--- src/sv/multichannel_moving_median_assert.svh ---
// Assertion macros shared by the moving median RTL.
`ifndef MULTICHANNEL_MOVING_MEDIAN_ASSERT_SVH
`define MULTICHANNEL_MOVING_MEDIAN_ASSERT_SVH

// Check prop at every rising edge, skipped while reset is held.
`define MMM_ASSERT(lbl, clk, rstn, prop) \
    lbl: assert property (@(posedge clk) disable iff (!rstn) prop) \
        else $error("moving median check failed");

// Check prop at every rising edge, reset included.
`define MMM_ASSERT_ALWAYS(lbl, clk, prop) \
    lbl: assert property (@(posedge clk) prop) \
        else $error("moving median check failed");

`endif

--- src/sv/mmm_pkg.sv ---
`timescale 1ns / 1ps

package mmm_pkg;

    localparam int CHANNELS    = 4;
    localparam int MAX_WINDOW  = 11;
    localparam int SAMPLE_BITS = 16;

    // Fixed field widths.
    localparam int CH_W  = 3;
    localparam int LEN_W = 4;
    localparam int PTR_W = 4;

    // Channel index into per-channel tables; the field never exceeds CH_W bits.
    localparam int CH_IDX_W = (CHANNELS <= 2) ? 1 :
                              (($clog2(CHANNELS) > CH_W) ? CH_W : $clog2(CHANNELS));

    // Window memory: CHANNELS rows of MAX_WINDOW entries.
    localparam int MEM_DEPTH = CHANNELS * MAX_WINDOW;
    localparam int ADDR_W    = (MEM_DEPTH <= 2) ? 1 : $clog2(MEM_DEPTH);

    // Sort slots: the longest accepted window is MAX_WINDOW-1 entries.
    localparam int SLOT_CNT = MAX_WINDOW - 1;
    localparam int SLOT_W   = (SLOT_CNT <= 2) ? 1 : $clog2(SLOT_CNT);

    typedef logic signed [SAMPLE_BITS-1:0] t_sample;

endpackage

--- src/sv/multichannel_moving_median.sv ---
`timescale 1ns / 1ps
// Channel   Direction  Handshake                  Payload
// in        to block   i_in_valid / o_in_stall    i_channel, i_window_len, i_sample
// out       from block o_out_valid / i_out_stall  o_median, o_error
//
// A valid item passes from its transfer through S_RUN, where the window memory
// delivers one entry per cycle to the sorter, and S_DONE to the output register;
// a rejected item skips S_RUN and goes from S_IDLE straight to S_DONE.
// Reset is synchronous and active low; it clears the write pointers and the
// per-entry valid bits, so unwritten window entries read as zero.
// The output register lets the next item enter while a result is stalled.

`include "multichannel_moving_median_assert.svh"

module multichannel_moving_median
    import mmm_pkg::*;
(
    input  logic                    i_clk,
    input  logic                    i_rst_n,
    input  logic                    i_in_valid,
    output logic                    o_in_stall,
    input  logic [CH_W-1:0]         i_channel,
    input  logic [LEN_W-1:0]        i_window_len,
    input  logic signed [SAMPLE_BITS-1:0] i_sample,
    output logic                    o_out_valid,
    input  logic                    i_out_stall,
    output logic signed [SAMPLE_BITS-1:0] o_median,
    output logic                    o_error
);

    typedef enum logic [1:0] {
        S_IDLE,
        S_RUN,
        S_DONE
    } t_state;

    t_state r_state;

    // Item context.
    logic [LEN_W-1:0]    r_len;
    logic                r_err;
    logic [CH_IDX_W-1:0] r_ch_idx;
    logic [ADDR_W-1:0]   r_base;

    // Per-channel write pointers and per-entry valid bits.
    logic [PTR_W-1:0]    r_wptr [CHANNELS];
    logic [MEM_DEPTH-1:0] r_ent_vld;

    // Window memory with registered read.
    t_sample             mem [MEM_DEPTH];
    t_sample             r_rd_data;
    logic                r_rd_ent_vld;
    logic                r_rd_pend;

    // Read issue and insertion counters.
    logic [LEN_W-1:0]    r_rd_idx;
    logic [LEN_W-1:0]    r_ins_cnt;

    // Sorted window, ascending.
    t_sample             r_sorted [SLOT_CNT];
    t_sample             n_sorted [SLOT_CNT];

    // Output register.
    logic                r_out_valid;
    t_sample             r_out_median;
    logic                r_out_error;

    // Input decode.
    logic                in_xfer;
    logic                in_bad;
    logic [CH_IDX_W-1:0] in_ch_idx;
    logic [PTR_W-1:0]    n_ptr;
    logic [ADDR_W-1:0]   in_base;
    logic [ADDR_W-1:0]   wr_addr;
    logic                wr_en;
    logic [ADDR_W-1:0]   rd_addr;
    logic                rd_issue;
    t_sample             rd_value;
    logic                out_free;
    logic [SLOT_CNT-1:0] keep;

    assign o_in_stall  = (r_state != S_IDLE);
    assign in_xfer     = i_in_valid && !o_in_stall;

    // Reject bad channel, zero length and over-long windows.
    assign in_bad = (32'(i_channel) >= CHANNELS) || (i_window_len == '0) ||
                    (32'(i_window_len) >= MAX_WINDOW);

    assign in_ch_idx = i_channel[CH_IDX_W-1:0];

    // Advance the pointer, wrap to zero once it reaches the window length.
    always_comb begin
        n_ptr = r_wptr[in_ch_idx] + PTR_W'(1);
        if (n_ptr >= i_window_len) begin
            n_ptr = '0;
        end
    end

    assign in_base = ADDR_W'(in_ch_idx) * ADDR_W'(MAX_WINDOW);
    assign wr_addr = in_base + ADDR_W'(n_ptr);
    assign wr_en   = in_xfer && !in_bad;

    // Issue one window read per cycle until the whole window is requested.
    assign rd_issue = (r_state == S_RUN) && (r_rd_idx < r_len);
    assign rd_addr  = r_base + ADDR_W'(r_rd_idx);

    // Entries never written since reset read as zero.
    assign rd_value = r_rd_ent_vld ? r_rd_data : '0;

    // Insertion into the sorted slots: slots at or below the new value hold,
    // the first larger slot takes the new value, the rest shift up by one.
    always_comb begin
        for (int i = 0; i < SLOT_CNT; i++) begin
            keep[i] = (LEN_W'(i) < r_ins_cnt) && (r_sorted[i] <= rd_value);
        end
        n_sorted[0] = keep[0] ? r_sorted[0] : rd_value;
        for (int i = 1; i < SLOT_CNT; i++) begin
            if (keep[i]) begin
                n_sorted[i] = r_sorted[i];
            end else if (keep[i-1]) begin
                n_sorted[i] = rd_value;
            end else begin
                n_sorted[i] = r_sorted[i-1];
            end
        end
    end

    assign out_free = !r_out_valid || !i_out_stall;

    // Window memory: write the new sample on a valid transfer, read one entry a cycle.
    always_ff @(posedge i_clk) begin
        if (wr_en) begin
            mem[wr_addr] <= i_sample;
        end
        r_rd_data <= mem[rd_addr];
    end

    always_ff @(posedge i_clk) begin
        if (!i_rst_n) begin
            r_state     <= S_IDLE;
            r_ent_vld   <= '0;
            r_rd_pend   <= 1'b0;
            r_out_valid <= 1'b0;
            r_rd_idx    <= '0;
            r_ins_cnt   <= '0;
            r_err       <= 1'b0;
            for (int c = 0; c < CHANNELS; c++) begin
                r_wptr[c] <= '0;
            end
        end else begin
            r_rd_pend    <= rd_issue;
            r_rd_ent_vld <= r_ent_vld[rd_addr];

            // Drop the result once the consumer takes it, unless a new one loads.
            if (r_out_valid && !i_out_stall && (r_state != S_DONE)) begin
                r_out_valid <= 1'b0;
            end

            unique case (r_state)
                S_IDLE: begin
                    if (in_xfer) begin
                        r_len     <= i_window_len;
                        r_err     <= in_bad;
                        r_ch_idx  <= in_ch_idx;
                        r_base    <= in_base;
                        r_rd_idx  <= '0;
                        r_ins_cnt <= '0;
                        if (in_bad) begin
                            r_state <= S_DONE;
                        end else begin
                            r_wptr[in_ch_idx]  <= n_ptr;
                            r_ent_vld[wr_addr] <= 1'b1;
                            r_state            <= S_RUN;
                        end
                    end
                end
                S_RUN: begin
                    if (rd_issue) begin
                        r_rd_idx <= r_rd_idx + LEN_W'(1);
                    end
                    if (r_rd_pend) begin
                        r_sorted  <= n_sorted;
                        r_ins_cnt <= r_ins_cnt + LEN_W'(1);
                    end else if (r_ins_cnt == r_len) begin
                        r_state <= S_DONE;
                    end
                end
                S_DONE: begin
                    // Hold the result until the output register is free.
                    if (out_free) begin
                        r_out_valid  <= 1'b1;
                        r_out_error  <= r_err;
                        r_out_median <= r_err ? '0 : r_sorted[SLOT_W'(r_len >> 1)];
                        r_state      <= S_IDLE;
                    end
                end
                default: begin
                    r_state <= S_IDLE;
                end
            endcase
        end
    end

    assign o_out_valid = r_out_valid;
    assign o_median    = r_out_median;
    assign o_error     = r_out_error;

    // Never insert more entries than the window holds.
    `MMM_ASSERT(a_ins_bound, i_clk, i_rst_n, (r_state == S_RUN) |-> (r_ins_cnt <= r_len))
    // Memory read data only arrives while a window is being sorted.
    `MMM_ASSERT(a_pend_in_run, i_clk, i_rst_n, r_rd_pend |-> (r_state == S_RUN))
    // A rejected item always reports a zero median.
    `MMM_ASSERT(a_err_zero, i_clk, i_rst_n, (r_out_valid && r_out_error) |-> (r_out_median == '0))
    // The advanced pointer always lands inside the new window.
    `MMM_ASSERT(a_ptr_in_win, i_clk, i_rst_n,
        (in_xfer && !in_bad) |=> (r_wptr[r_ch_idx] < r_len))

endmodule

--- config.mk ---
export PLATFORM = sky130hd
export DESIGN_NAME = multichannel_moving_median
export DESIGN_NICKNAME = d
export VERILOG_FILES = /design/src/sv/mmm_pkg.sv /design/src/sv/multichannel_moving_median.sv
export VERILOG_INCLUDE_DIRS = /design/src /design/src/sv
export SDC_FILE = /design/constraint.sdc
export NUM_CORES = 1
export LEC_CHECK = 0
export BUFFER_PORTS_ARGS = -buffer_cell sky130_fd_sc_hd__buf_2
export CAP_MARGIN = 15
export CORE_MARGIN = 2
export CORE_UTILIZATION = 61
export DETAILED_ROUTE_END_ITERATION = 6
export HOLD_SLACK_MARGIN = 0.08
export MAX_ROUTING_LAYER = met4
export PLACE_DENSITY = 0.77
export SYNTH_ARGS = -nofsm -noshare
export SYNTH_HDL_FRONTEND = slang
export SYNTH_SLANG_ARGS = --single-unit
export TNS_END_PERCENT = 100
--- constraint.sdc ---
create_clock -name i_clk -period 7.4 [get_ports i_clk]
set_clock_uncertainty 0.15 [all_clocks]
set_input_delay 0.74 -clock i_clk [delete_from_list [all_inputs] [get_ports i_clk]]
set_output_delay 0.74 -clock i_clk [all_outputs]
set_load 0.05 [all_outputs]
# ---- Word-level counts from Yosys, hierarchy flattened
# Memories as Yosys holds them, arrays and structs flattened. A register that Yosys moved wholly into a read port is not among the register bits.
# Cells that the tools add are included.
dict set report op_classes {
  addsub 5
  n_mul 1
  order_cmp 28
  eq_ne 10
  mux 43
  bitwise_logic 13
  reduce_logical 45
}
# operator count
set ops {}
lappend ops {{2-to-1 mux 16 bit} 12}
lappend ops {{less-or-equal comparator 16 bit} 10}
lappend ops {{binary-select mux 16 bit (select 4 bit)} 1}
lappend ops {{bitwise OR 44 bit} 1}
lappend ops {{AND reduction 4 bit} 11}
lappend ops {{2-to-1 mux 4 bit} 5}
lappend ops {{logical AND 1 bit} 16}
lappend ops {{< comparator 3 x 4 -> 1 bit (first input constant)} 4}
lappend ops {{case mux 4 bit (2 select lines)} 2}
lappend ops {{AND reduction 3 bit} 5}
lappend ops {{< comparator 6 x 7 -> 1 bit (second input constant)} 2}
lappend ops {{2-to-1 mux 1 bit} 14}
lappend ops {{adder 4 x 1 -> 4 bit (second input constant)} 3}
lappend ops {{adder 6 x 4 -> 6 bit} 2}
lappend ops {{2-to-1 mux 2 bit} 6}
lappend ops {{inequality test 2 bit (second input constant)} 6}
lappend ops {{NOT 1 bit} 11}
lappend ops {{< comparator 1 x 4 -> 1 bit (first input constant)} 2}
lappend ops {{< comparator 2 x 4 -> 1 bit (first input constant)} 2}
lappend ops {{< comparator 4 bit (first input constant)} 2}
lappend ops {{binary-select mux 1 bit (select 6 bit)} 1}
lappend ops {{demux 1 bit (select 6 bit)} 1}
lappend ops {{>= comparator 6 x 1 -> 1 bit (second input constant)} 1}
lappend ops {{multiplier 2 x 4 -> 6 bit (second input constant)} 1}
lappend ops {{18 further kinds} 24}
dict set report totals {
  reg_bits 245
  ram_bits 720
  inputBits 27
  elab_cells 169
  n_memories 2
}
# memory words width rd rd_clocked_by_memory_dff wr line_no
set mem_list {}
lappend mem_list {mem 44 16 1 1 1 multichannel_moving_median.sv:50} ;# t_sample mem [MEM_DEPTH];
lappend mem_list {r_wptr 4 4 1 0 4 multichannel_moving_median.sv:46} ;# logic [PTR_W-1:0] r_wptr [CHANNELS];

# ---- Logic depth before layout (Yosys ltp)
dict set report logic_depth {
  ltp_word 10
  depth_mapped 18
  mapped_depth_nobuf 16
}

# ---- Least setup slack after synthesis
# OpenSTA, ideal clock, no wires.
dict set report synth_timing {
  path_kind {input to register}
  startpoint {in i_channel[0]}
  endpoint {mem mem[36][0] in the netlist's numbering, enable pin}
  setup_ns 0.390
  arrival_ns 5.071
  path_slack_ns 1.789
  stages 17
  cell_sequence {clkbuf_1 > mux4_2 > ha_1 > ha_1 > a21o_1 > a21o_1 > a21oi_1 > nand2b_1 > inv_1 > ha_1 > fa_1 > a21o_1 > a21oi_1 > xnor2_1 > or3_1 > clkbuf_1 > nor2_1}
}
dict set report synth_between {
  elab_chain_cells 7
}
# element line_no
set synth_lines {}
lappend synth_lines {{start: declaration} multichannel_moving_median.sv:22} ;# input logic [CH_W-1:0] i_channel,
lappend synth_lines {{parallel branches: the longest is 7 deep, another holds adder 6 x 4 -> 6 bit} -}
lappend synth_lines {{end: declaration} multichannel_moving_median.sv:50}
# Parallel ways; which one is timed is not known.

# ---- Worst setup path after layout
dict set report layout_timing {
  startpoint {in i_channel[0]}
  endpoint {mem mem[0][12] in the netlist's numbering, enable pin}
}
# The elaborated chain is that of the path after synthesis.

==> impl_metrics.json <==
{
  "r2r-end": "mem[0][12]$_DFFE_PP_",
  "grt-ovfl-total": 0,
  "final_hold_viol_count": 0,
  "synth_top_area_frac": 0.5832,
  "routed_wl_mm": 128.7,
  "avgRoutedWirePerCell_um": 30.97,
  "io_pins": 46,
  "critPathLaunchType": "primary input",
  "ys_seq_elements": 948,
  "yosysSeqAreaShare": 0.6157,
  "portBuffers": 45,
  "cts_made_buffers": 95,
  "holdWs_ns": 0.1739,
  "ys.flop_type": "edfxtp_1",
  "dr.first_iter.drc_count": 4878,
  "r2r_setup_slack_ns": 1.81,
  "dpl_worst_slack_ns": 1.149,
  "ctsRootBufferMaster": "clkbuf_16",
  "synth_nets": 3277,
  "syn_area_per_cell_um2": 14.55,
  "fin_crit_sh": 0.7677,
  "async_reset_ff_frac": 0,
  "cts_tree": "yes",
  "antenna_left": 0,
  "vias": 30000,
  "cts.path.max_buffers": 3,
  "min_delay_path_depth": 1,
  "die_h_um": 275.8,
  "p_leak_nw": 16.31,
  "syn_to_final_growth_pct": 10.06,
  "p_per_area_mw_per_mm2": 246.6,
  "synthTopCellsByCount": "edfxtp_1 (875), nand3_1 (278), mux4_2 (240)",
  "arrival_ns": 5.82,
  "critPathKind": "in2reg",
  "peakVddDrop_mv": 0.2436,
  "antenna_found_initial": 3,
  "clk_pin_slew_ns": 0.06,
  "min_from": "i_window_len[1]",
  "finalSetupTns_ns": 0,
  "post_cts_resized": 0,
  "avgViaCountPerCell": 7.218,
  "ys_warn_count": 0,
  "hold_buffers": 0,
  "synth_area_mm2": 0.04505,
  "drive_above_1_share": 0.1940,
  "gp_congestion": 0.9954,
  "synth_largest_area_cell": "edfxtp_1",
  "cts_sinks": 948,
  "rsz0062_at_grt": "no",
  "power_w": 0.01223,
  "grt_max_degree": 101,
  "grt_pass1_wl_mm": 190.2,
  "required_ns": 7.54,
  "first_global_vias": 29100,
  "final_net_count": 3296,
  "synthesis.instances": 3096,
  "outcome": "finished, violations left",
  "synth_edf_count": 875,
  "core.rowCount": 99,
  "ys_top_cells_by_area": "edfxtp_1 (58%), mux4_2 (12%), ha_1 (4.2%), dfxtp_1 (3.2%), nand3_1 (3.1%)",
  "post_cts_buffers": 0,
  "drv_cap": 0,
  "tightest_slew_ns": 1.230,
  "clock_latency_ns": 0.68,
  "finalWorstSetupSlack_ns": 1.719,
  "violations": "design-rule violations",
  "netlist-cell-type-count": 79,
  "htreeDepth": 3,
  "end_kind": "flip-flop",
  "fin_area_mm2": 0.04959,
  "start_util": 0.6165,
  "setup_viol": 0,
  "dr.pass1.iters": 7,
  "dp_hpwl_mm": 79.61,
  "min_delay_worst_endpoint": "r_len[1]$_DFFE_PP_",
  "min_period_ns": 5.681,
  "worstReg2RegStart": "r_wptr[3][0]$_DFFE_PP_",
  "cp_max_fo": 17,
  "core_mm2": 0.07308,
  "placed_area_mm2": 0.04634,
  "route.detailed.drc": 6,
  "die-area_mm2": 0.07605,
  "grt_usage": 0.3539,
  "synth.most_common_cell": "edfxtp_1",
  "slew_violations": 0,
  "hold_path.class": "in2reg",
  "slew_headroom": 0.1802,
  "max_freq_mhz": 176.0,
  "ff2ff_path_depth": 14,
  "die_w_um": 275.8
}
per-stage QoR:
step	utilization	instances
floorplan	-	3096
global placement	0.6340	3971
detailed placement	0.6341	3972
CTS	0.6773	4150
global route	0.6785	4156
finish	0.6785	4156
final cells by class:
class | count | area (µm²)
Sequential cell | 948 | 27740
Multi-Input combinational cell | 1882 | 16280
Clock buffer | 133 | 2693
Antenna cell | 1 | 2.502
Timing Repair Buffer | 139 | 1028
Inverter | 49 | 183.9
Tap cell | 959 | 1200
Clock inverter | 45 | 464.2
Fill cell | 4720 | 23500
critical path, cell delays in order:
cell and delay [ns]:
buf_2 0.30, mux4_2 0.61, ha_1 0.34, ha_1 0.28, a21o_1 0.16, a21o_1 0.19, a21oi_1 0.29, nand2_1 0.21
inv_1 0.25, ha_1 0.28, a21o_1 0.17, a21oi_1 0.24, xor2_1 0.29, nand3_1 0.52, nor2_2 0.93
kinds of logic after synthesis:
group / count (synthesis) / synth area share
XOR/XNOR: 27 / 0.005249
flip-flops: 948 / 0.6157
multiplexers: 273 / 0.1282
adder cells (fa/ha/maj): 154 / 0.04310
AO/OA/AOI/OAI: 504 / 0.07896
buffers and inverters: 266 / 0.02608
AND/OR/NAND/NOR: 924 / 0.1028
flip-flops by register name, indices dropped and copies added (netlist names), 2 cells and up:
register,flops
r_base,5
r_state,2
mem,704
r_wptr,16
r_rd_idx,4
r_len,4
r_sorted,128
o_median,16
r_ent_vld,44
r_rd_data,16
r_ins_cnt,4
power by group:
part | internal [W] | switching, W
clock | 0.00274 | 0.00211
sequential | 0.00592 | 0.0000403
combinational | 0.000494 | 0.000923
placed cells by master, fill, tap and decap left out, drive strengths merged, types with 44 or more instances in the layout:
cell,instances
edfxtp,875
nand3,279
mux4,240
nand2,198
nor2,153
ha,152
buf,139
clkbuf,133
a21oi,90
dfxtp,73
o21ai,71
nor2b,62
nor3,59
nor4,51
o21a,50
clkinv,50
a22oi,47
a21o,44
worst max path at each step:
stage	from	cells after the start	end	slack, ns
2_1_floorplan	i_channel[0]	17	mem[36][0]$_DFFE_PP_	1.79
3_3_place_gp	i_channel[0]	15	mem[2][11]$_DFFE_PP_	1.34
3_5_place_dp	i_channel[0]	15	mem[2][11]$_DFFE_PP_	1.15
4_1_cts	i_channel[0]	16	mem[11][1]$_DFFE_PP_	1.80
5_1_grt	i_channel[0]	15	mem[1][15]$_DFFE_PP_	1.38
6_report	i_channel[0]	15	mem[0][12]$_DFFE_PP_	1.72
per-layer routing:
| metal | vias up | wire length [µm] | global-route usage |
|---|---|---|---|
| li1 | 12450 | - | - |
| met1 | 14750 | 45560 | 0.4635 |
| met2 | 2354 | 60090 | 0.5367 |
| met3 | 446 | 15510 | 0.07081 |
| met4 | 0 | 7548 | 0.1698 |
| met5 | - | 0 | - |
No activity file was read; power rests on OpenSTA's default activity.
